**src/rtl/core/bqcl_pkg.sv**
```systemverilog
`timescale 1ns / 1ps

package bqcl_pkg;

  localparam int CHANNEL_W = 3;
  localparam int SAMPLE_W = 16;
  localparam int LIGHT_W = 16;

  localparam int DEF_CHANNELS = 8;
  localparam int DEF_BEATS_PER_BAR = 4;
  localparam int DEF_TIMER_BITS = 24;

  // The decay step is 1.2/period in Q0.16, i.e. 393216 / (5 * period).
  localparam int DECAY_NUM = 393216;
  localparam int DECAY_NUM_W = 19;
  localparam int DECAY_DEN = 5;

  localparam logic [LIGHT_W-1:0] FULL_BRIGHT = '1;

  typedef struct packed {
    logic [CHANNEL_W-1:0]       channel;
    logic                       clock_level;
    logic                       button_level;
    logic                       cv_level;
    logic                       cv_connected;
    logic signed [SAMPLE_W-1:0] sample_in;
  } item_t;

  typedef struct packed {
    logic [CHANNEL_W-1:0]       channel_out;
    logic signed [SAMPLE_W-1:0] gated_sample;
    logic                       feedback_high;
    logic [LIGHT_W-1:0]         light_level;
    logic                       gate_open;
    logic                       pending;
  } result_t;

  typedef struct packed {
    logic load_item;
    logic div_start;
    logic div_step;
    logic commit;
  } cmd_t;

  typedef struct packed {
    logic in_range;
    logic div_last;
    logic out_free;
  } status_t;

endpackage

```
**src/rtl/core/bqcl_div.sv**
```systemverilog
`timescale 1ns / 1ps

module bqcl_div #(
  parameter int DIV_W = 27
) (
  input  logic                              clk,
  input  logic                              start,
  input  logic                              step,
  input  logic [DIV_W-1:0]                  divisor,
  output logic [bqcl_pkg::DECAY_NUM_W-1:0]  quotient,
  output logic                              last
);
  import bqcl_pkg::*;

  localparam int CMP_W = (DIV_W > DECAY_NUM_W + 1) ? DIV_W : DECAY_NUM_W + 1;
  localparam int CNT_W = $clog2(DECAY_NUM_W);

  logic [CMP_W-1:0]       den;
  logic [CMP_W-1:0]       rem;
  logic [CMP_W-1:0]       rem_sh;
  logic [DECAY_NUM_W-1:0] q;
  logic [CNT_W-1:0]       cnt;

  assign rem_sh   = {rem[CMP_W-2:0], q[DECAY_NUM_W-1]};
  assign last     = (cnt == CNT_W'(DECAY_NUM_W - 1));
  assign quotient = q;

  // Restoring division of the fixed numerator, one quotient bit per step.
  always_ff @(posedge clk) begin
    if (start) begin
      den <= CMP_W'(divisor);
      rem <= '0;
      q   <= DECAY_NUM_W'(DECAY_NUM);
      cnt <= '0;
    end else if (step) begin
      if (rem_sh >= den) begin
        rem <= rem_sh - den;
        q   <= {q[DECAY_NUM_W-2:0], 1'b1};
      end else begin
        rem <= rem_sh;
        q   <= {q[DECAY_NUM_W-2:0], 1'b0};
      end
      cnt <= cnt + 1'b1;
    end
  end

endmodule

```
**src/rtl/core/bqcl_datapath.sv**
```systemverilog
`timescale 1ns / 1ps

module bqcl_datapath #(
  parameter int CHANNELS      = bqcl_pkg::DEF_CHANNELS,
  parameter int BEATS_PER_BAR = bqcl_pkg::DEF_BEATS_PER_BAR,
  parameter int TIMER_BITS    = bqcl_pkg::DEF_TIMER_BITS
) (
  input  logic              clk,
  input  logic              rst,
  input  bqcl_pkg::cmd_t    cmd,
  output bqcl_pkg::status_t status,
  input  bqcl_pkg::item_t   item,
  output bqcl_pkg::result_t result,
  output logic              result_valid,
  input  logic              result_stall
);
  import bqcl_pkg::*;

  localparam int CH_W  = (CHANNELS > 1) ? $clog2(CHANNELS) : 1;
  localparam int BEAT_W = $clog2(BEATS_PER_BAR + 1);
  localparam int DIV_W = TIMER_BITS + 3;

  logic                  clock_prev   [CHANNELS];
  logic                  button_prev  [CHANNELS];
  logic                  cv_prev      [CHANNELS];
  logic [BEAT_W-1:0]     beat_count   [CHANNELS];
  logic [TIMER_BITS-1:0] tick_timer   [CHANNELS];
  logic [TIMER_BITS-1:0] clock_period [CHANNELS];
  logic [LIGHT_W-1:0]    blink_bright [CHANNELS];
  logic                  request_flag [CHANNELS];
  logic                  gate_flag    [CHANNELS];
  logic                  hold_flag    [CHANNELS];

  item_t                 item_r;
  logic [CH_W-1:0]       idx;
  logic                  in_range;

  logic [BEAT_W-1:0]     w_beat;
  logic [TIMER_BITS-1:0] w_period;
  logic [TIMER_BITS-1:0] w_timer;
  logic [LIGHT_W-1:0]    w_bright;

  logic                  rise;
  logic [BEAT_W-1:0]     beat_adv;
  logic [TIMER_BITS-1:0] period_sel;
  logic [DIV_W-1:0]      divisor;
  logic [DECAY_NUM_W-1:0] quotient;
  logic                  div_last;

  logic [LIGHT_W-1:0]    bright_dec;
  logic [TIMER_BITS-1:0] timer_inc;
  logic                  beat_one;
  logic                  trig;
  logic                  cv_prev_next;
  logic                  req1;
  logic                  hold1;
  logic                  req2;
  logic                  gate2;
  logic                  hold2;
  logic                  fb;
  logic [LIGHT_W-1:0]    light;
  result_t               result_next;

  assign idx      = CH_W'(item_r.channel);
  assign in_range = (32'(item_r.channel) < 32'(CHANNELS));

  always_ff @(posedge clk) begin
    if (cmd.load_item) begin
      item_r <= item;
    end
  end

  // Clock edge handling, ahead of the decay division.
  assign rise       = item_r.clock_level & ~clock_prev[idx];
  assign beat_adv   = (beat_count[idx] < BEAT_W'(BEATS_PER_BAR)) ?
                      beat_count[idx] + 1'b1 : BEAT_W'(1);
  assign period_sel = rise ? tick_timer[idx] : clock_period[idx];
  assign divisor    = DIV_W'(period_sel) * DIV_W'(DECAY_DEN);

  always_ff @(posedge clk) begin
    if (cmd.div_start) begin
      w_beat   <= rise ? beat_adv : beat_count[idx];
      w_period <= period_sel;
      w_timer  <= rise ? '0 : tick_timer[idx];
      w_bright <= rise ? FULL_BRIGHT : blink_bright[idx];
    end
  end

  bqcl_div #(
    .DIV_W (DIV_W)
  ) u_div (
    .clk      (clk),
    .start    (cmd.div_start),
    .step     (cmd.div_step),
    .divisor  (divisor),
    .quotient (quotient),
    .last     (div_last)
  );

  always_comb begin
    if (w_period == '0 || quotient >= DECAY_NUM_W'(w_bright)) begin
      bright_dec = '0;
    end else begin
      bright_dec = w_bright - LIGHT_W'(quotient);
    end
    timer_inc = (w_timer != {TIMER_BITS{1'b1}}) ? w_timer + 1'b1 : w_timer;
    beat_one  = (w_beat == BEAT_W'(1));

    trig = (item_r.button_level & ~button_prev[idx]) |
           (item_r.cv_connected & item_r.cv_level & ~cv_prev[idx]);
    cv_prev_next = item_r.cv_connected ? item_r.cv_level : cv_prev[idx];

    req1  = trig ? ~request_flag[idx] : request_flag[idx];
    hold1 = trig ? beat_one : hold_flag[idx];
    if (req1 && beat_one && !hold1) begin
      gate2 = ~gate_flag[idx];
      req2  = 1'b0;
    end else begin
      gate2 = gate_flag[idx];
      req2  = req1;
    end
    hold2 = hold1 & beat_one;

    if (gate2 && !req2) begin
      fb    = 1'b1;
      light = FULL_BRIGHT;
    end else if (req2) begin
      fb    = (timer_inc < (w_period >> 1));
      light = bright_dec;
    end else begin
      fb    = 1'b0;
      light = '0;
    end

    result_next             = '0;
    result_next.channel_out = item_r.channel;
    if (in_range) begin
      result_next.gated_sample  = gate2 ? item_r.sample_in : '0;
      result_next.feedback_high = fb;
      result_next.light_level   = light;
      result_next.gate_open     = gate2;
      result_next.pending       = req2;
    end
  end

  always_ff @(posedge clk) begin
    if (rst) begin
      for (int i = 0; i < CHANNELS; i++) begin
        clock_prev[i]   <= 1'b1;
        button_prev[i]  <= 1'b1;
        cv_prev[i]      <= 1'b1;
        beat_count[i]   <= BEAT_W'(1);
        tick_timer[i]   <= '0;
        clock_period[i] <= '0;
        blink_bright[i] <= '0;
        request_flag[i] <= 1'b0;
        gate_flag[i]    <= 1'b0;
        hold_flag[i]    <= 1'b0;
      end
    end else if (cmd.commit && in_range) begin
      clock_prev[idx]   <= item_r.clock_level;
      button_prev[idx]  <= item_r.button_level;
      cv_prev[idx]      <= cv_prev_next;
      beat_count[idx]   <= w_beat;
      tick_timer[idx]   <= timer_inc;
      clock_period[idx] <= w_period;
      blink_bright[idx] <= bright_dec;
      request_flag[idx] <= req2;
      gate_flag[idx]    <= gate2;
      hold_flag[idx]    <= hold2;
    end
  end

  always_ff @(posedge clk) begin
    if (rst) begin
      result_valid <= 1'b0;
    end else if (cmd.commit) begin
      result_valid <= 1'b1;
    end else if (!result_stall) begin
      result_valid <= 1'b0;
    end
  end

  always_ff @(posedge clk) begin
    if (cmd.commit) begin
      result <= result_next;
    end
  end

  assign status.in_range = in_range;
  assign status.div_last = div_last;
  assign status.out_free = ~result_valid | ~result_stall;

endmodule

```
**src/rtl/core/bqcl_ctrl.sv**
```systemverilog
`timescale 1ns / 1ps

module bqcl_ctrl (
  input  logic              clk,
  input  logic              rst,
  input  logic              item_valid,
  output logic              item_stall,
  output bqcl_pkg::cmd_t    cmd,
  input  bqcl_pkg::status_t status
);
  import bqcl_pkg::*;

  typedef enum logic [3:0] {
    S_IDLE = 4'b0001,
    S_CALC = 4'b0010,
    S_DIV  = 4'b0100,
    S_FIN  = 4'b1000
  } state_t;

  state_t state;
  state_t state_next;

  always_ff @(posedge clk) begin
    if (rst) begin
      state <= S_IDLE;
    end else begin
      state <= state_next;
    end
  end

  always_comb begin
    state_next = state;
    cmd        = '0;
    unique case (state)
      S_IDLE: begin
        if (item_valid) begin
          cmd.load_item = 1'b1;
          state_next    = S_CALC;
        end
      end
      S_CALC: begin
        cmd.div_start = 1'b1;
        state_next    = status.in_range ? S_DIV : S_FIN;
      end
      S_DIV: begin
        cmd.div_step = 1'b1;
        if (status.div_last) begin
          state_next = S_FIN;
        end
      end
      S_FIN: begin
        if (status.out_free) begin
          cmd.commit = 1'b1;
          state_next = S_IDLE;
        end
      end
      default: begin
        state_next = S_IDLE;
      end
    endcase
  end

  assign item_stall = (state != S_IDLE);

endmodule

```
**src/rtl/core/bar_quantized_channel_launcher_top.sv**
```systemverilog
`timescale 1ns / 1ps
// Channel  Handshake                   Payload
// item     item_valid / item_stall     item   (bqcl_pkg::item_t)
// result   result_valid / result_stall result (bqcl_pkg::result_t)
//
// A transaction on a valid channel passes through accepting the item,
// reading the channel state, 19 steps of the serial decay divider and
// write-back. Channel numbers of CHANNELS or more skip the divider.
// Reset is synchronous and restores every channel to its power-up state.
// A stalled result holds the write-back until the output register frees.

module bar_quantized_channel_launcher_top #(
  parameter int CHANNELS      = bqcl_pkg::DEF_CHANNELS,
  parameter int BEATS_PER_BAR = bqcl_pkg::DEF_BEATS_PER_BAR,
  parameter int TIMER_BITS    = bqcl_pkg::DEF_TIMER_BITS
) (
  input  logic              clk,
  input  logic              rst,
  input  logic              item_valid,
  output logic              item_stall,
  input  bqcl_pkg::item_t   item,
  output logic              result_valid,
  input  logic              result_stall,
  output bqcl_pkg::result_t result
);
  import bqcl_pkg::*;

  cmd_t    cmd;
  status_t status;

  bqcl_ctrl u_ctrl (
    .clk        (clk),
    .rst        (rst),
    .item_valid (item_valid),
    .item_stall (item_stall),
    .cmd        (cmd),
    .status     (status)
  );

  bqcl_datapath #(
    .CHANNELS      (CHANNELS),
    .BEATS_PER_BAR (BEATS_PER_BAR),
    .TIMER_BITS    (TIMER_BITS)
  ) u_datapath (
    .clk          (clk),
    .rst          (rst),
    .cmd          (cmd),
    .status       (status),
    .item         (item),
    .result       (result),
    .result_valid (result_valid),
    .result_stall (result_stall)
  );

  a_one_in_flight: assert property (@(posedge clk) disable iff (rst)
    (item_valid && !item_stall) |=> item_stall)
    else $error("A second transaction was accepted while one is in progress.");

  a_commit_free: assert property (@(posedge clk) disable iff (rst)
    cmd.commit |-> status.out_free)
    else $error("A result was written over one that had not been taken.");

  a_no_overlap: assert property (@(posedge clk) disable iff (rst)
    cmd.commit |-> !cmd.div_start && !cmd.div_step && !cmd.load_item)
    else $error("Write-back overlapped another datapath command.");

  a_out_of_range: assert property (@(posedge clk) disable iff (rst)
    (result_valid && 32'(result.channel_out) >= 32'(CHANNELS)) |->
    (result.gated_sample == '0 && result.light_level == '0 &&
     !result.gate_open && !result.pending && !result.feedback_high))
    else $error("A result for an absent channel carried non-zero fields.");

endmodule
```
**config.mk**
```make
export PLATFORM = sky130hd
export DESIGN_NAME = bar_quantized_channel_launcher_top
export DESIGN_NICKNAME = d
export VERILOG_FILES = /design/src/rtl/core/bqcl_pkg.sv /design/src/rtl/core/bqcl_div.sv /design/src/rtl/core/bqcl_datapath.sv /design/src/rtl/core/bqcl_ctrl.sv /design/src/rtl/core/bar_quantized_channel_launcher_top.sv
export SDC_FILE = /design/constraint.sdc
export NUM_CORES = 1
export LEC_CHECK = 0
export BUFFER_PORTS_ARGS = -buffer_cell sky130_fd_sc_hd__buf_2
export CAP_MARGIN = 5
export CORE_MARGIN = 4
export CORE_UTILIZATION = 53
export CTS_CLUSTER_DIAMETER = 80
export DETAILED_ROUTE_END_ITERATION = 8
export HOLD_SLACK_MARGIN = 0.08
export PLACE_DENSITY = 0.73
export SYNTH_ARGS = -nofsm -noshare
export SYNTH_HDL_FRONTEND = slang
export SYNTH_HIERARCHICAL = 1
export SYNTH_SLANG_ARGS = --single-unit
```
**constraint.sdc**
```tcl
create_clock -name clk -period 14.86 [get_ports clk]
set_input_delay 0.743 -clock clk [delete_from_list [all_inputs] [get_ports clk]]
set_output_delay 0.743 -clock clk [all_outputs]
set_load 0.005 [all_outputs]
```
==> flow_metrics.tcl, run 1 <==
set metrics [dict create \
    vdd_drop_max_uv 79.0 \
    p_leak_nw 15.7 \
    syn-num-nets 3157 \
    skew_ns 0.0283 \
    power_frac_comb_pct 13.6 \
    fin_util_pct 59.3 \
    grt_use_met3_pct 4.18 \
    grt_pass1_wl_um 148000 \
    syn_area_um2 38000 \
    hp-class "in2reg" \
    cts_tree "yes" \
    grt_setup_unrepaired "false" \
    overflow 0 \
    grt_usage_pct 25.4 \
    grt_pass1_vias 25000 \
    initial_utilization_pct 53.9 \
    drive_gt1_share_pct 13.2 \
    diodes 0 \
    ctsResizeCount 0 \
    fp-row-count 97 \
    fin_crit_ns 6.03 \
    cts_buffers 86 \
    root_buffer "clkbuf_16" \
    wl_per_cell_um 24.0 \
    synthCells 2999 \
    path_class "reg2reg" \
    ant_nets 0 \
    end_kind "flip-flop" \
    synth-seq-cells 797 \
    grtUsageMet1_pct 34.8 \
    clock_sinks 797 \
    cp.arrival_ns 6.39 \
    p_int_mw 4.02 \
    first_pass_iters 6 \
    post_cts_buffers 0 \
    outcome "complete, no violations" \
    clock.fmax_mhz 166 \
    cts.clk_slew.worst_paths_ns 0.06 \
    worst_pin_slew_ns 1.13 \
    ys_top_cells_by_area "edfxtp_1 57%, mux4_2 6.7%, nor2_1 5.6%" \
    synth_top_area_share_pct 56.5 \
    fp.coreArea_um2 70500 \
    share_seq_of_total_power_pct 48.3 \
    antenna_found_initial 1 \
    postLayoutCellArea_um2 41800 \
    grt_busiest_layer "met2" \
    grt_max_degree 143 \
    hold_viol_final 0 \
    synthDistinctLibCells 88 \
    tns_ns 0 \
    placed_cell_area_um2 39100 \
    viasPerCell 6.23 \
    yosysMostFrequentCell "edfxtp_1" \
    nNetsFinal 3161 \
    swShare_pct 25.2 \
    async_flop_share_pct 0 \
    synth_common_cells "715 x edfxtp_1, 567 x nor2_1, 147 x clkbuf_1, 128 x ha_1, 121 x mux2i_1" \
    finalCritPeriodShare_pct 40.6 \
    slew_headroom_pct 24.8 \
    routed_wl_um 96300 \
    ys_seq_area_share_pct 60.9 \
    clock_latency_ns 0.64 \
    die-area_um2 76000 \
    yosys_warnings 6 \
    vias 25000 \
    drc_errors 0 \
    setup_violations 0 \
    synth.avg_cell_area_um2 12.7 \
    max_cap_violations 0 \
    dp.final_hpwl_um 56200 \
    io_pins 67 \
    synth_flop_cell "edfxtp_1" \
    area_growth_pct 10.1 \
    die_y_um 276 \
    required_ns 15.22 \
    synth_edf_count 715 \
    die_x_um 276 \
    met2_usage_pct 42.2 \
    cts_hold_buf 0 \
    clk_path_buf_depth 3 \
    yosysTopAreaCell "edfxtp_1" \
    drt_iter0_markers 2859 \
    start_kind "flip-flop" \
    gp_congestion 0.895 \
    cp_max_fo 44 \
    cts_max_level 3 \
    p_switching_mw 1.36 \
    portBuffers 66 \
    power_density_nw_per_um2 129 \
    power_mw 5.38 \
    p_clk_share_pct 38.1 \
    maxSlewViolCount 0 \
]
[routing by layer]
layer / wire (um) / share of wire (%) / up-vias
met3: 8960 / 9.3 / 210
met1: 38100 / 40 / 12400
met2: 46600 / 48 / 1312
met4: 2600 / 2.7 / 2
met5: 13 / 0.014 / -
li1: - / - / 11000
[critical path, cell delays in order (launching register included)]
cell and delay (ns):
dfxtp_4 0.65, buf_4 0.70, buf_4 0.65, mux4_2 0.39, nor2b_1 0.14, a211oi_1 0.24, a21oi_1 0.14, ha_1 0.38
ha_1 0.39, a21oi_1 0.19, o21ai_0 0.13, a2111oi_0 0.65, o31ai_1 0.34, a31oi_1 0.37, o21bai_1 0.12, xor2_1 0.15
[metrics by stage]
stage	instances	setup slack [ns]	hold slack (ns)
final	4006	8.83	0.271
after global routing	4006	8.48	0.253
after CTS	4006	8.98	0.245
after detailed placement	3855	9.03	0.476
after global placement	3855	9.17	0.470
after floorplan	2999	9.98	0.424
[state kept, by name (all words and copies together) (netlist names), 16 cells and up, named ones only]
name                       count
u_datapath/clock_period      192
u_datapath/tick_timer        192
u_datapath/blink_bright      128
u_datapath/result             38
u_datapath/u_div/den          27
u_datapath/u_div/rem          26
u_datapath/beat_count         24
u_datapath/w_period           24
u_datapath/w_timer            24
u_datapath/item_r             20
u_datapath/u_div/quotient     19
u_datapath/w_bright           16
[power by group through the flow]
stage	Combinational [mW]	Sequential [mW]	Clock (mW)
2_1_floorplan	0.543	2.62	0
3_3_place_gp	0.694	2.64	0
3_5_place_dp	0.716	2.64	0
4_1_cts	0.722	2.60	2.08
5_1_grt	0.794	2.61	2.18
6_report	0.731	2.60	2.05
[cell families after synthesis]
| logic type | after synthesis | synth area share (%) |
|---|---|---|
| muxes | 243 | 10.2 |
| adders and majority gates | 131 | 4.38 |
| other | 1 | 0.00987 |
| buffers and inverters | 330 | 3.49 |
| AOI/OAI and AO/OA | 390 | 6.66 |
| xor gates and xnor gates | 78 | 1.87 |
| DFF | 797 | 60.9 |
| and+or+nand+nor | 1029 | 12.5 |
[placed cells by master (no fill, tap or decap), types with 12 or more instances in the layout]
cell type / netlist / routed
clkbuf_16: 0 / 88
or2_2: 14 / 14
a21o_1: 25 / 25
dfxtp_1: 82 / 79
xnor2_1: 47 / 47
nor2_1: 567 / 567
a21oi_1: 107 / 107
nand3_1: 29 / 27
mux2i_1: 121 / 121
xor2_1: 29 / 29
clkinv_1: 24 / 36
o21bai_1: 13 / 13
nand4_1: 20 / 20
and3_1: 38 / 37
o21a_1: 12 / 12
inv_1: 120 / 120
a211oi_1: 41 / 41
o21ai_0: 57 / 57
edfxtp_1: 715 / 715
clkinv_2: 0 / 15
o22ai_1: 33 / 33
nand2b_1: 21 / 13
o21ai_1: 14 / 14
and2_1: 35 / 35
clkbuf_1: 147 / 17
buf_4: 5 / 34
buf_2: 24 / 66
nor2b_1: 33 / 33
or3_1: 31 / 30
ha_1: 128 / 128
o211ai_1: 14 / 14
nand2_1: 92 / 86
mux4_2: 113 / 113
nor3_1: 101 / 101
[layout make-up]
type / instances / area, um2
Fill cell: 5433 / 28700
Sequential cell: 797 / 23100
Multi-Input combinational cell: 1872 / 13700
Clock buffer: 112 / 2360
Tap cell: 940 / 1180
Timing Repair Buffer: 102 / 626
Inverter: 144 / 541
Clock inverter: 39 / 320
[final timing paths]
kind                            slack (ns)                         to  depth (start not counted)                       from
worst max-delay path                  8.83   u_datapath/u_div/den[22]                         15                  flip-flop
worst min-delay path                  0.27       u_datapath/item_r[1]                          1                    item[1]
worst max register to register        8.83   u_datapath/u_div/den[22]                         15                  flip-flop
worst min register to register        0.49  u_datapath/button_prev[5]                          2  u_datapath/button_prev[5]
No activity file was read; power rests on OpenSTA's default activity.
==> inputs of run 2 (changes only) <==
--- a/config.mk
+++ b/config.mk
@@ -12,7 +12,7 @@
 export CTS_CLUSTER_DIAMETER = 80
 export DETAILED_ROUTE_END_ITERATION = 8
 export HOLD_SLACK_MARGIN = 0.08
-export PLACE_DENSITY = 0.73
+export PLACE_DENSITY = 0.76
 export SYNTH_ARGS = -nofsm -noshare
 export SYNTH_HDL_FRONTEND = slang
 export SYNTH_HIERARCHICAL = 1
==> constraint.sdc (replaced) <==
create_clock -name clk -period 5.29 [get_ports clk]
set_input_delay 0.2645 -clock clk [delete_from_list [all_inputs] [get_ports clk]]
set_output_delay 0.2645 -clock clk [all_outputs]
set_load 0.005 [all_outputs]
==> flow_metrics.tcl, run 2 (synthesized netlist as in run 1, its figures left out) <==
set metrics [dict create \
    outcome "complete, no violations" \
    path_delay_family "compound AO/OA/AOI/OAI gates" \
    hold_start "rst" \
    required_ns 5.66 \
    final_common_cell "edfxtp_1" \
    vdd_drop_max_uv 266 \
    portBuffers 66 \
    path_class "reg2reg" \
    grt_usage_pct 25.5 \
    layout_common_cells "715 x edfxtp_1, 567 x nor2_1, 128 x ha_1" \
    layoutNonFillerInstCount 4051 \
    cp_max_fo 55 \
    antenna_found_initial 1 \
    vias 25300 \
    placedCellCount 3874 \
    slew_headroom_pct 19.8 \
    cp_slowest_cell "a2111oi_0" \
    drc_errors 0 \
    setup_violations 0 \
    p_leak_nw 15.9 \
    cp.arrival_ns 5.34 \
    worst_pin_slew_ns 1.20 \
    die_x_um 276 \
    post_cts_buffers 0 \
    clock_sinks 797 \
    die_y_um 276 \
    root_buffer "clkbuf_16" \
    max_cap_violations 0 \
    area_growth_pct 11.6 \
    first_pass_iters 6 \
    hp-class "in2reg" \
    power_density_nw_per_um2 358 \
    die-area_um2 76000 \
    largest_registers "u_datapath/clock_period: 192 flops, u_datapath/tick_timer: 192 flops, u_datapath/blink_bright: 128 flops" \
    grt_setup_unrepaired "false" \
    slowest_delay_ns 0.64 \
    power_mw 15.2 \
    clk_path_buf_depth 3 \
    clock.fmax_mhz 201 \
    cts_tree "yes" \
    gp_congestion 0.912 \
    cts_max_level 3 \
    wl_per_cell_um 23.9 \
    io_pins 67 \
    drt_iter0_markers 2789 \
    dp.final_hpwl_um 57100 \
    start_kind "flip-flop" \
    fp-row-count 97 \
    fin_crit_ns 4.97 \
    grt_pass1_wl_um 148000 \
    end_kind "flip-flop" \
    finalCritPeriodShare_pct 94.0 \
    clock_latency_ns 0.64 \
    overflow 0 \
    tns_ns 0 \
    r2r_slack_ns 0.32 \
    crit_chain "buf_12 > mux4_2 > nor2b_1 > a211oi_1 > a21oi_1 > ha_1 > ha_1 > a21oi_1 > o21ai_0 > a2111oi_0 > o31ai_1 > buf_4 > a31oi_1 > o21bai_1 > xor2_1" \
    viasPerCell 6.24 \
    routed_wl_um 97000 \
    maxSlewViolCount 0 \
    nNetsFinal 3201 \
    diodes 0 \
    cts_buffers 82 \
    critPathBufInv 2 \
    drive_gt1_share_pct 13.7 \
    ant_nets 0 \
    grt_max_degree 142 \
    fp.coreArea_um2 70500 \
    skew_ns 0.0239 \
    hold_viol_final 0 \
    cts.clk_slew.worst_paths_ns 0.06 \
    grt_pass1_vias 25300 \
    initial_utilization_pct 53.9 \
]
run 2: changes by cell type in the layout (fill, tap and decap cells not counted), moves of 3 or more:
| cell | before | now |
|---|---|---|
| dlygate4sd3_1 | 0 | 25 |
| buf_12 | 2 | 15 |
| buf_4 | 34 | 40 |
| clkbuf_8 | 7 | 3 |
| clkinv_2 | 15 | 12 |
| clkinv_4 | 1 | 4 |
run 2: power breakdown:
group	switching, mW	internal, mW
registers	0.109	7.16
clock network	2.41	3.35
logic	1.29	0.845
run 2: what timing repair did:
| action | in CTS | in global routing |
|---|---|---|
| hold buffers | 25 | 0 |
| resized for setup | 0 | 0 |
| endpoints found under the hold margin | 28 | 0 |
| endpoints found under the setup margin | 0 | 0 |
run 2: routing by layer:
metal / GRT usage (%) / vias up / share of wire [%]
li1: - / 11100 / -
met1: 33.5 / 12600 / 38
met2: 43.4 / 1316 / 49
met3: 3.96 / 254 / 9.0
met4: 9.42 / 2 / 3.7
met5: 0 / - / 0.013
run 2: layout make-up:
type                            instances  area, um2
Multi-Input combinational cell       1872      13700
Inverter                              144        541
Tap cell                              940       1180
Clock buffer                          110       2320
Clock inverter                         42        387
Timing Repair Buffer                  146       1180
Fill cell                            5318      28100
Sequential cell                       797      23100
run 2: path summary, 6_finish.rpt:
path / cells after the start / to
setup reg to reg: 15 / u_datapath/u_div/den[22]
setup / recovery: 15 / u_datapath/u_div/den[22]
hold / removal: 2 / u_datapath/result_valid
hold reg to reg: 2 / u_datapath/u_div/rem[2]
run 2: through the flow:
step	setup slack, ns	util (%)	area [um2]	hold WS, ns
floorplan	0.604	-	38000	0.336
global placement	0.508	55.9	39400	0.441
detailed placement	0.491	55.9	39400	0.443
CTS	0.393	60.1	42400	0.186
global route	0.181	60.1	42400	0.231
finish	0.315	60.1	42400	0.206
